`src/rtl/core/htfd_pkg.sv`:
```
`default_nettype none

package htfd_pkg;

	// one received byte of a measurement frame
	typedef struct packed {
		logic [7:0] rx_byte;
		logic       first_of_frame;
	} in_req_t;

	// one decoded measurement
	typedef struct packed {
		logic signed [17:0] temperature_scaled;
		logic [16:0]        humidity_scaled;
		logic [1:0]         frame_status;
	} out_req_t;

	localparam logic [1:0] STATUS_OK       = 2'd0;
	localparam logic [1:0] STATUS_TEMP_CRC = 2'd1;
	localparam logic [1:0] STATUS_HUM_CRC  = 2'd2;

	localparam logic [7:0] CRC_POLY = 8'h31;
	localparam logic [7:0] CRC_INIT = 8'hFF;

	localparam logic [9:0] SCALE_RESET = 10'd100;

	// byte positions inside a frame
	localparam logic [2:0] POS_TEMP_HI  = 3'd0;
	localparam logic [2:0] POS_TEMP_LO  = 3'd1;
	localparam logic [2:0] POS_TEMP_CRC = 3'd2;
	localparam logic [2:0] POS_HUM_HI   = 3'd3;
	localparam logic [2:0] POS_HUM_LO   = 3'd4;
	localparam logic [2:0] POS_HUM_CRC  = 3'd5;

	localparam logic [23:0] TEMP_SPAN   = 24'd175;
	localparam logic [22:0] HUM_SPAN    = 23'd100;
	localparam logic [15:0] TEMP_OFFSET = 16'd45;
	localparam logic [16:0] FULL_SCALE  = 17'd65535;
	localparam logic [17:0] TEMP_MAX    = 18'h1FFFF;

	typedef enum logic [2:0] {
		ST_IDLE,
		ST_SCALE_RAW,
		ST_SCALE_MUL,
		ST_FOLD_HI,
		ST_FOLD_LO,
		ST_FINISH,
		ST_OUTPUT
	} state_t;

	// controller to datapath
	typedef struct packed {
		logic take_byte;
		logic scale_raw;
		logic scale_mul;
		logic fold_hi;
		logic fold_lo;
		logic finish;
		logic load_out;
	} htfd_cmd_t;

	// datapath to controller
	typedef struct packed {
		logic frame_end;
		logic out_free;
	} htfd_stat_t;

	// crc-8, msb first, no final xor
	function automatic logic [7:0] crc8_byte(input logic [7:0] crc_in, input logic [7:0] data);
		logic [7:0] c;
		c = crc_in ^ data;
		for (int i = 0; i < 8; i++) begin
			if (c[7]) begin
				c = {c[6:0], 1'b0} ^ CRC_POLY;
			end else begin
				c = {c[6:0], 1'b0};
			end
		end
		return c;
	endfunction

endpackage

`default_nettype wire

```
`src/rtl/core/htfd_ctrl.sv`:
```
`default_nettype none

module htfd_ctrl (
	input  wire logic               clk,
	input  wire logic               arst_n,
	input  wire logic               in_valid,
	output htfd_pkg::htfd_cmd_t     cmd,
	input  wire htfd_pkg::htfd_stat_t stat,
	output logic                    ready
);

	htfd_pkg::state_t state_q;
	htfd_pkg::state_t state_next;

	always_ff @(posedge clk or negedge arst_n) begin
		if (!arst_n) begin
			state_q <= htfd_pkg::ST_IDLE;
		end else begin
			state_q <= state_next;
		end
	end

	// next state
	always_comb begin
		state_next = state_q;
		unique case (state_q)
			htfd_pkg::ST_IDLE: begin
				if (in_valid && stat.frame_end) begin
					state_next = htfd_pkg::ST_SCALE_RAW;
				end
			end
			htfd_pkg::ST_SCALE_RAW: state_next = htfd_pkg::ST_SCALE_MUL;
			htfd_pkg::ST_SCALE_MUL: state_next = htfd_pkg::ST_FOLD_HI;
			htfd_pkg::ST_FOLD_HI:   state_next = htfd_pkg::ST_FOLD_LO;
			htfd_pkg::ST_FOLD_LO:   state_next = htfd_pkg::ST_FINISH;
			htfd_pkg::ST_FINISH:    state_next = htfd_pkg::ST_OUTPUT;
			htfd_pkg::ST_OUTPUT: begin
				if (stat.out_free) begin
					state_next = htfd_pkg::ST_IDLE;
				end
			end
			default: state_next = htfd_pkg::ST_IDLE;
		endcase
	end

	// outputs
	always_comb begin
		cmd   = '0;
		ready = 1'b0;
		unique case (state_q)
			htfd_pkg::ST_IDLE: begin
				ready         = 1'b1;
				cmd.take_byte = in_valid;
			end
			htfd_pkg::ST_SCALE_RAW: cmd.scale_raw = 1'b1;
			htfd_pkg::ST_SCALE_MUL: cmd.scale_mul = 1'b1;
			htfd_pkg::ST_FOLD_HI:   cmd.fold_hi   = 1'b1;
			htfd_pkg::ST_FOLD_LO:   cmd.fold_lo   = 1'b1;
			htfd_pkg::ST_FINISH:    cmd.finish    = 1'b1;
			htfd_pkg::ST_OUTPUT:    cmd.load_out  = stat.out_free;
			default: begin
				ready = 1'b0;
			end
		endcase
	end

endmodule

`default_nettype wire

```
`src/rtl/core/htfd_dp.sv`:
```
`default_nettype none

module htfd_dp (
	input  wire logic               clk,
	input  wire logic               arst_n,
	input  wire htfd_pkg::in_req_t  in_data,
	input  wire htfd_pkg::htfd_cmd_t cmd,
	output htfd_pkg::htfd_stat_t    stat,
	input  wire logic               cfg_wr_en,
	input  wire logic [9:0]         cfg_wr_data,
	output logic                    out_valid,
	input  wire logic               out_stall,
	output htfd_pkg::out_req_t      out_data
);

	logic [9:0]  scale_q;
	logic [2:0]  pos_q;
	logic [7:0]  crc_q;
	logic [15:0] raw_t_q;
	logic [15:0] raw_h_q;
	logic        tbad_q;
	logic        hbad_q;

	logic [2:0]  pos_eff;
	logic [7:0]  crc_next;

	// multiply and fold pipeline
	logic [23:0] tmul_s1;
	logic [22:0] hmul_s1;
	logic [15:0] off_s1;
	logic [33:0] tprod_s2;
	logic [32:0] hprod_s2;
	logic [17:0] tq_s3;
	logic [18:0] tr_s3;
	logic [16:0] hq_s3;
	logic [17:0] hr_s3;
	logic [17:0] tq_s4;
	logic [16:0] tr_s4;
	logic [16:0] hq_s4;
	logic [16:0] hr_s4;
	logic [17:0] tq_s5;
	logic        trem_nz_s5;
	logic [16:0] hq_s5;

	logic        out_valid_q;
	htfd_pkg::out_req_t out_q;

	logic        t_neg;
	logic [18:0] t_wide;
	logic [17:0] t_sat;
	htfd_pkg::out_req_t result;

	assign pos_eff  = (in_data.first_of_frame || pos_q > htfd_pkg::POS_HUM_CRC)
		? htfd_pkg::POS_TEMP_HI : pos_q;
	assign crc_next = htfd_pkg::crc8_byte(
		(pos_eff == htfd_pkg::POS_TEMP_HI || pos_eff == htfd_pkg::POS_HUM_HI)
			? htfd_pkg::CRC_INIT : crc_q,
		in_data.rx_byte);

	assign stat.frame_end = (pos_eff == htfd_pkg::POS_HUM_CRC);
	assign stat.out_free  = !out_valid_q || !out_stall;

	always_ff @(posedge clk or negedge arst_n) begin
		if (!arst_n) begin
			scale_q <= htfd_pkg::SCALE_RESET;
		end else if (cfg_wr_en) begin
			scale_q <= cfg_wr_data;
		end
	end

	// frame capture and crc
	always_ff @(posedge clk or negedge arst_n) begin
		if (!arst_n) begin
			pos_q   <= htfd_pkg::POS_TEMP_HI;
			crc_q   <= htfd_pkg::CRC_INIT;
			raw_t_q <= '0;
			raw_h_q <= '0;
			tbad_q  <= 1'b0;
			hbad_q  <= 1'b0;
		end else if (cmd.take_byte) begin
			pos_q <= (pos_eff == htfd_pkg::POS_HUM_CRC) ? htfd_pkg::POS_TEMP_HI : pos_eff + 3'd1;
			unique case (pos_eff)
				htfd_pkg::POS_TEMP_HI: begin
					crc_q   <= crc_next;
					raw_t_q <= {in_data.rx_byte, 8'd0};
				end
				htfd_pkg::POS_TEMP_LO: begin
					crc_q          <= crc_next;
					raw_t_q[7:0]   <= in_data.rx_byte;
				end
				htfd_pkg::POS_TEMP_CRC: begin
					tbad_q <= (in_data.rx_byte != crc_q);
					crc_q  <= htfd_pkg::CRC_INIT;
				end
				htfd_pkg::POS_HUM_HI: begin
					crc_q   <= crc_next;
					raw_h_q <= {in_data.rx_byte, 8'd0};
				end
				htfd_pkg::POS_HUM_LO: begin
					crc_q        <= crc_next;
					raw_h_q[7:0] <= in_data.rx_byte;
				end
				htfd_pkg::POS_HUM_CRC: begin
					hbad_q <= (in_data.rx_byte != crc_q);
					crc_q  <= htfd_pkg::CRC_INIT;
				end
				default: begin
					crc_q <= crc_q;
				end
			endcase
		end
	end

	// x / 65535 by folding: x = a*2^16 + b gives a*65535 + (a + b)
	always_ff @(posedge clk) begin
		if (cmd.scale_raw) begin
			tmul_s1 <= {8'd0, raw_t_q} * htfd_pkg::TEMP_SPAN;
			hmul_s1 <= {7'd0, raw_h_q} * htfd_pkg::HUM_SPAN;
			off_s1  <= {6'd0, scale_q} * htfd_pkg::TEMP_OFFSET;
		end
		if (cmd.scale_mul) begin
			tprod_s2 <= {10'd0, tmul_s1} * {24'd0, scale_q};
			hprod_s2 <= {10'd0, hmul_s1} * {23'd0, scale_q};
		end
		if (cmd.fold_hi) begin
			tq_s3 <= tprod_s2[33:16];
			tr_s3 <= {3'd0, tprod_s2[15:0]} + {1'b0, tprod_s2[33:16]};
			hq_s3 <= hprod_s2[32:16];
			hr_s3 <= {2'd0, hprod_s2[15:0]} + {1'b0, hprod_s2[32:16]};
		end
		if (cmd.fold_lo) begin
			tq_s4 <= tq_s3 + {15'd0, tr_s3[18:16]};
			tr_s4 <= {1'b0, tr_s3[15:0]} + {14'd0, tr_s3[18:16]};
			hq_s4 <= hq_s3 + {15'd0, hr_s3[17:16]};
			hr_s4 <= {1'b0, hr_s3[15:0]} + {15'd0, hr_s3[17:16]};
		end
		if (cmd.finish) begin
			tq_s5      <= tq_s4 + {17'd0, (tr_s4 >= htfd_pkg::FULL_SCALE)};
			trem_nz_s5 <= (tr_s4 != 17'd0) && (tr_s4 != htfd_pkg::FULL_SCALE);
			hq_s5      <= hq_s4 + {16'd0, (hr_s4 >= htfd_pkg::FULL_SCALE)};
		end
	end

	// negative temperatures truncate toward zero: round the quotient up
	assign t_neg  = ({2'd0, off_s1} > tq_s5);
	assign t_wide = {1'b0, tq_s5} - {3'd0, off_s1} + {18'd0, t_neg && trem_nz_s5};
	assign t_sat  = (!t_wide[18] && t_wide[17]) ? htfd_pkg::TEMP_MAX : t_wide[17:0];

	always_comb begin
		result = '0;
		priority if (tbad_q) begin
			result.frame_status = htfd_pkg::STATUS_TEMP_CRC;
		end else if (hbad_q) begin
			result.frame_status = htfd_pkg::STATUS_HUM_CRC;
		end else begin
			result.frame_status       = htfd_pkg::STATUS_OK;
			result.temperature_scaled = $signed(t_sat);
			result.humidity_scaled    = hq_s5;
		end
	end

	always_ff @(posedge clk or negedge arst_n) begin
		if (!arst_n) begin
			out_valid_q <= 1'b0;
		end else if (cmd.load_out) begin
			out_valid_q <= 1'b1;
		end else if (!out_stall) begin
			out_valid_q <= 1'b0;
		end
	end

	always_ff @(posedge clk) begin
		if (cmd.load_out) begin
			out_q <= result;
		end
	end

	assign out_valid = out_valid_q;
	assign out_data  = out_q;

endmodule

`default_nettype wire

```
`src/rtl/core/humidity_temp_frame_decoder.sv`:
```
`default_nettype none

// Decodes the six-byte measurement frame of a combined temperature and humidity
// sensor (temp hi, lo, crc, hum hi, lo, crc; crc-8 poly 0x31, init 0xFF) into
// temperature in degrees C and relative humidity in percent, both multiplied by
// scale_factor and truncated toward zero. A crc failure gives zero values and a
// nonzero frame_status (temperature failure takes precedence). first_of_frame on
// a byte restarts the frame and drops any partial one. The sixth byte starts the
// scaling sequence (constant multiply, multiply by scale, two folds of the divide
// by 65535, final correction, output load); the output load also waits for the
// result register to be free. Input stall is high for the whole sequence.
module humidity_temp_frame_decoder (
	input  wire logic          clk,
	input  wire logic          arst_n,
	// byte requests
	input  wire logic          in_valid,
	output logic               in_stall,
	input  wire htfd_pkg::in_req_t in_data,
	// result requests
	output logic               out_valid,
	input  wire logic          out_stall,
	output htfd_pkg::out_req_t out_data,
	// scale_factor register
	input  wire logic          cfg_wr_en,
	input  wire logic [9:0]    cfg_wr_data
);

	htfd_pkg::htfd_cmd_t  cmd;
	htfd_pkg::htfd_stat_t stat;
	logic                 ready;

	// sequencer: byte intake, then the fixed scaling steps
	htfd_ctrl u_ctrl (
		.clk      (clk),
		.arst_n   (arst_n),
		.in_valid (in_valid),
		.cmd      (cmd),
		.stat     (stat),
		.ready    (ready)
	);

	// frame registers, crc, multiply and divide pipeline, result register
	htfd_dp u_dp (
		.clk         (clk),
		.arst_n      (arst_n),
		.in_data     (in_data),
		.cmd         (cmd),
		.stat        (stat),
		.cfg_wr_en   (cfg_wr_en),
		.cfg_wr_data (cfg_wr_data),
		.out_valid   (out_valid),
		.out_stall   (out_stall),
		.out_data    (out_data)
	);

	// byte requests are taken only while the sequencer is idle
	assign in_stall = !ready;

endmodule

`default_nettype wire

```
`config.mk`:
```
export PLATFORM = sky130hd
export DESIGN_NAME = humidity_temp_frame_decoder
export DESIGN_NICKNAME = d
export VERILOG_FILES = /design/src/rtl/core/htfd_pkg.sv /design/src/rtl/core/htfd_ctrl.sv /design/src/rtl/core/htfd_dp.sv /design/src/rtl/core/humidity_temp_frame_decoder.sv
export SDC_FILE = /design/constraint.sdc
export NUM_CORES = 2
export LEC_CHECK = 0
export BUFFER_PORTS_ARGS = -buffer_cell sky130_fd_sc_hd__clkbuf_2
export CAP_MARGIN = 10
export CORE_MARGIN = 8
export CORE_UTILIZATION = 45
export DETAILED_ROUTE_END_ITERATION = 8
export PLACE_DENSITY = 0.67
export SLEW_MARGIN = 20
export SYNTH_ARGS = -nofsm -noshare
export SYNTH_HDL_FRONTEND = slang
export SYNTH_SLANG_ARGS = --single-unit
```
`constraint.sdc`:
```
create_clock -name clk -period 7.5 [get_ports clk]
set_clock_uncertainty 0.1 [all_clocks]
set_input_delay 1.125 -clock clk [delete_from_list [all_inputs] [get_ports clk]]
set_output_delay 1.125 -clock clk [all_outputs]
set_load 0.005 [all_outputs]
```
==> results.md <==
- Net count after synthesis: 4322
- Core footprint: 81850 sq um
- Placed Area: 38510 sq um
- Row Count: 105
- Hold Crit Class: reg -> reg
- Hold Path Depth: 0
- Share of cells above drive strength 1: 6.271%
- Slew @ Worst Pin: 1.089 ns
- Die area: 91740 sq um
- Synth Register Bits: 395
- Final estimated routing congestion in global placement: 0.8355
- Setup bufs post-CTS: 0
- Global-route wire length before repair: 121.1 mm
- Max-slew headroom: 27.41%
- Via Count: 23558
- Hold buffers post-CTS: 0
- IO Count: 63
- Die X: 302.9 um
- Post-synth top flop: edfxtp_1
- Vert. Die Dim: 302.9 um
- Minimum clock period: 6.626 ns
- Finished Cell Area: 40040 sq um
- Total GRT Usage: 15.97%
- Critical path type: reg -> reg
- DR pass1 iterations: 6
- Setup Viol. Count Final: 0
- Status: complete, no violations
- Post-layout nets: 4346
- Post-DRT Antenna Nets: 0
- Cell Area, Synth: 37040 sq um
- Layout overhead on the synthesized area: 8.108%
- First DRT Iteration DRCs: 1167
- Crit. End Element: flop
- Vias/cell: 5.072
- CTS Buf Count: 45
- Post-synth EDFFs: 336
- Clk_lat worst skew: 0.59 ns
- Post-Synthesis Cells: 3512
- CTS tree: built
- Clk sink count: 395
- CP max FO: 35
- Post-CTS sizing: 0
- Total of max-cap violations: 0
- FILL cells: 7364
- Depth of the CTS H-tree: 2
- Crit path launch type: flop
- Final HPWL DP: 58.02 mm
- Post-synthesis average cell area: 10.55 sq um
- Initial Utilization: 45.25%
- Crit path DAT: 6.86 ns
- Largest net degree at the start of global routing: 66
- Drt wl/cell: 15.52 um
- Synth unique cells: 76
- Initial antenna violation count: 6
- IO Port Bufs: 62
- R2R depth: 19
- Max Root-Sink Buffers: 3
- Post-route DRC: 0
- Clk root buf: clkbuf_16
- Max Clock Freq: 150.9 MHz
- Synth warn: 0
- Period utilization: 88.35%
- Worst-path clk slew: 0.06 ns
- Grt total ovfl: 0
- RSZ-0062 raised after global routing: false
- Max Transition Viols Final: 0
- Hold Violations, Final: 0
- Vias in the first global route: 24573
- Sequential share of the synthesized area: 31.26%
- Synth async-reset ratio: 14.94%
- WP data required: 7.73 ns
- Setup Total Neg Slack: 0 ns
- Routed wire length: 72.08 mm
==> placed cells by master, fill, tap and decap left out, types with 61 or more instances in the layout <==
cell,n
inv_1,596
a21oi_1,132
xnor2_1,185
and2_1,253
clkbuf_2,61
nand2_1,330
edfxtp_1,336
o21ai_0,71
ha_1,378
fa_1,408
nor2_1,117
xor2_1,71
==> per-stage QoR <==
step | worst slack [ns] | hold slack, ns | util, % | std cells
floorplan | 1.370 | 0.3003 | - | 3512
global placement | 1.043 | 0.3282 | 47.05 | 4559
detailed placement | 0.9180 | 0.3144 | 47.05 | 4559
CTS | 0.9037 | 0.3275 | 48.91 | 4642
global route | 0.4861 | 0.3430 | 48.91 | 4642
finish | 0.8740 | 0.3248 | 48.92 | 4645
==> area by class of cell <==
type	instances	area, sq um	area share (%)
Antenna cell	3	7.507	0.01875
Clock buffer	53	1176	2.937
Clock inverter	30	346.6	0.8656
Inverter	596	2237	5.587
Multi-Input combinational cell	2413	22850	57.06
Sequential cell	395	11580	28.92
Tap cell	1070	1339	3.344
Timing Repair Buffer	85	508.0	1.269
==> worst max-delay path, stage by stage, from the launching register on <==
cell and delay (ns):
dfstp_2 0.99, buf_4 0.31, and2_1 0.16, fa_1 0.44
fa_1 0.57, fa_1 0.43, fa_1 0.51, inv_1 0.05
fa_1 0.47, inv_1 0.04, ha_1 0.35, o211a_1 0.24
a211oi_1 0.45, nor4_1 0.11, nor2_1 0.16, o41ai_2 0.12
o31ai_2 0.39, o31a_1 0.21, a21oi_1 0.08, xor2_1 0.15
==> kinds of logic after synthesis <==
| group | synth area share (%) |
|---|---|
| compound gates | 7.527 |
| xor+xnor | 6.054 |
| fa+ha+maj | 34.82 |
| buf+inv | 7.155 |
| flops | 31.26 |
| mux | 0.7601 |
| simple gates | 12.42 |
==> flip-flops by register name, summed over array words and instances, names as in the netlist, 18 cells and up <==
register       count
u_dp.hmul_s1      21
u_dp.hprod_s2     31
u_dp.hr_s3        18
u_dp.out_data     37
u_dp.tmul_s1      24
u_dp.tprod_s2     34
u_dp.tq_s3        18
u_dp.tq_s4        18
u_dp.tq_s5        18
u_dp.tr_s3        19
==> routing by layer <==
| layer | vias to the layer above | wire [um] | track usage [%] |
|---|---|---|---|
| met5 | - | 41 | 0 |
| met4 | 6 | 1326 | 3.592 |
| met3 | 95 | 3707 | 2.974 |
| met2 | 408 | 33690 | 26.78 |
| met1 | 11545 | 33320 | 21.51 |
| li1 | 11504 | - | - |
==> final timing paths <==
kind / start / end / slack [ns]
min in group asynchronous: arst_n / u_dp.pos_q[1]$_DFFE_PN0P_ / 0.62
worst max register to register: u_dp.scale_q[6]$_DFFE_PN1P_ / u_dp.tprod_s2[32]$_DFFE_PP_ / 0.87
worst max-delay path: u_dp.scale_q[6]$_DFFE_PN1P_ / u_dp.tprod_s2[32]$_DFFE_PP_ / 0.87
worst min register to register: u_dp.hprod_s2[17]$_DFFE_PP_ / u_dp.hr_s3[1]$_DFFE_PP_ / 0.32
max in group asynchronous: arst_n / u_dp.raw_h_q[13]$_DFFE_PN0P_ / 6.12
worst min-delay path: u_dp.hprod_s2[17]$_DFFE_PP_ / u_dp.hr_s3[1]$_DFFE_PP_ / 0.32
==> cells in the mapped netlist, drive strengths merged (13+ instances only) <==
library cell | number | area (sq um)
nand4 | 36 | 225.2
xnor2 | 185 | 1620
mux2 | 25 | 281.5
nor2 | 122 | 457.9
edfxtp | 336 | 10090
ha | 378 | 4730
a21oi | 136 | 703.2
inv | 596 | 2237
o21ai | 76 | 387.9
and2 | 253 | 1583
nand2 | 330 | 1239
nor4 | 13 | 87.58
xor2 | 71 | 621.9
clkbuf | 90 | 337.8
o21bai | 22 | 165.2
nand3 | 52 | 260.3
nor3 | 27 | 140.1
dfrtp | 48 | 1201
buf | 18 | 75.07
nand2b | 19 | 118.9
nor2b | 18 | 112.6
a211oi | 16 | 120.1
a21o | 46 | 346.6
fa | 408 | 8168
o21a | 27 | 202.7
and3 | 27 | 170.2
Power is left out: the tool's default activity adds up to more than one toggle a clock period on the data nets, which glitch-free logic cannot reach.
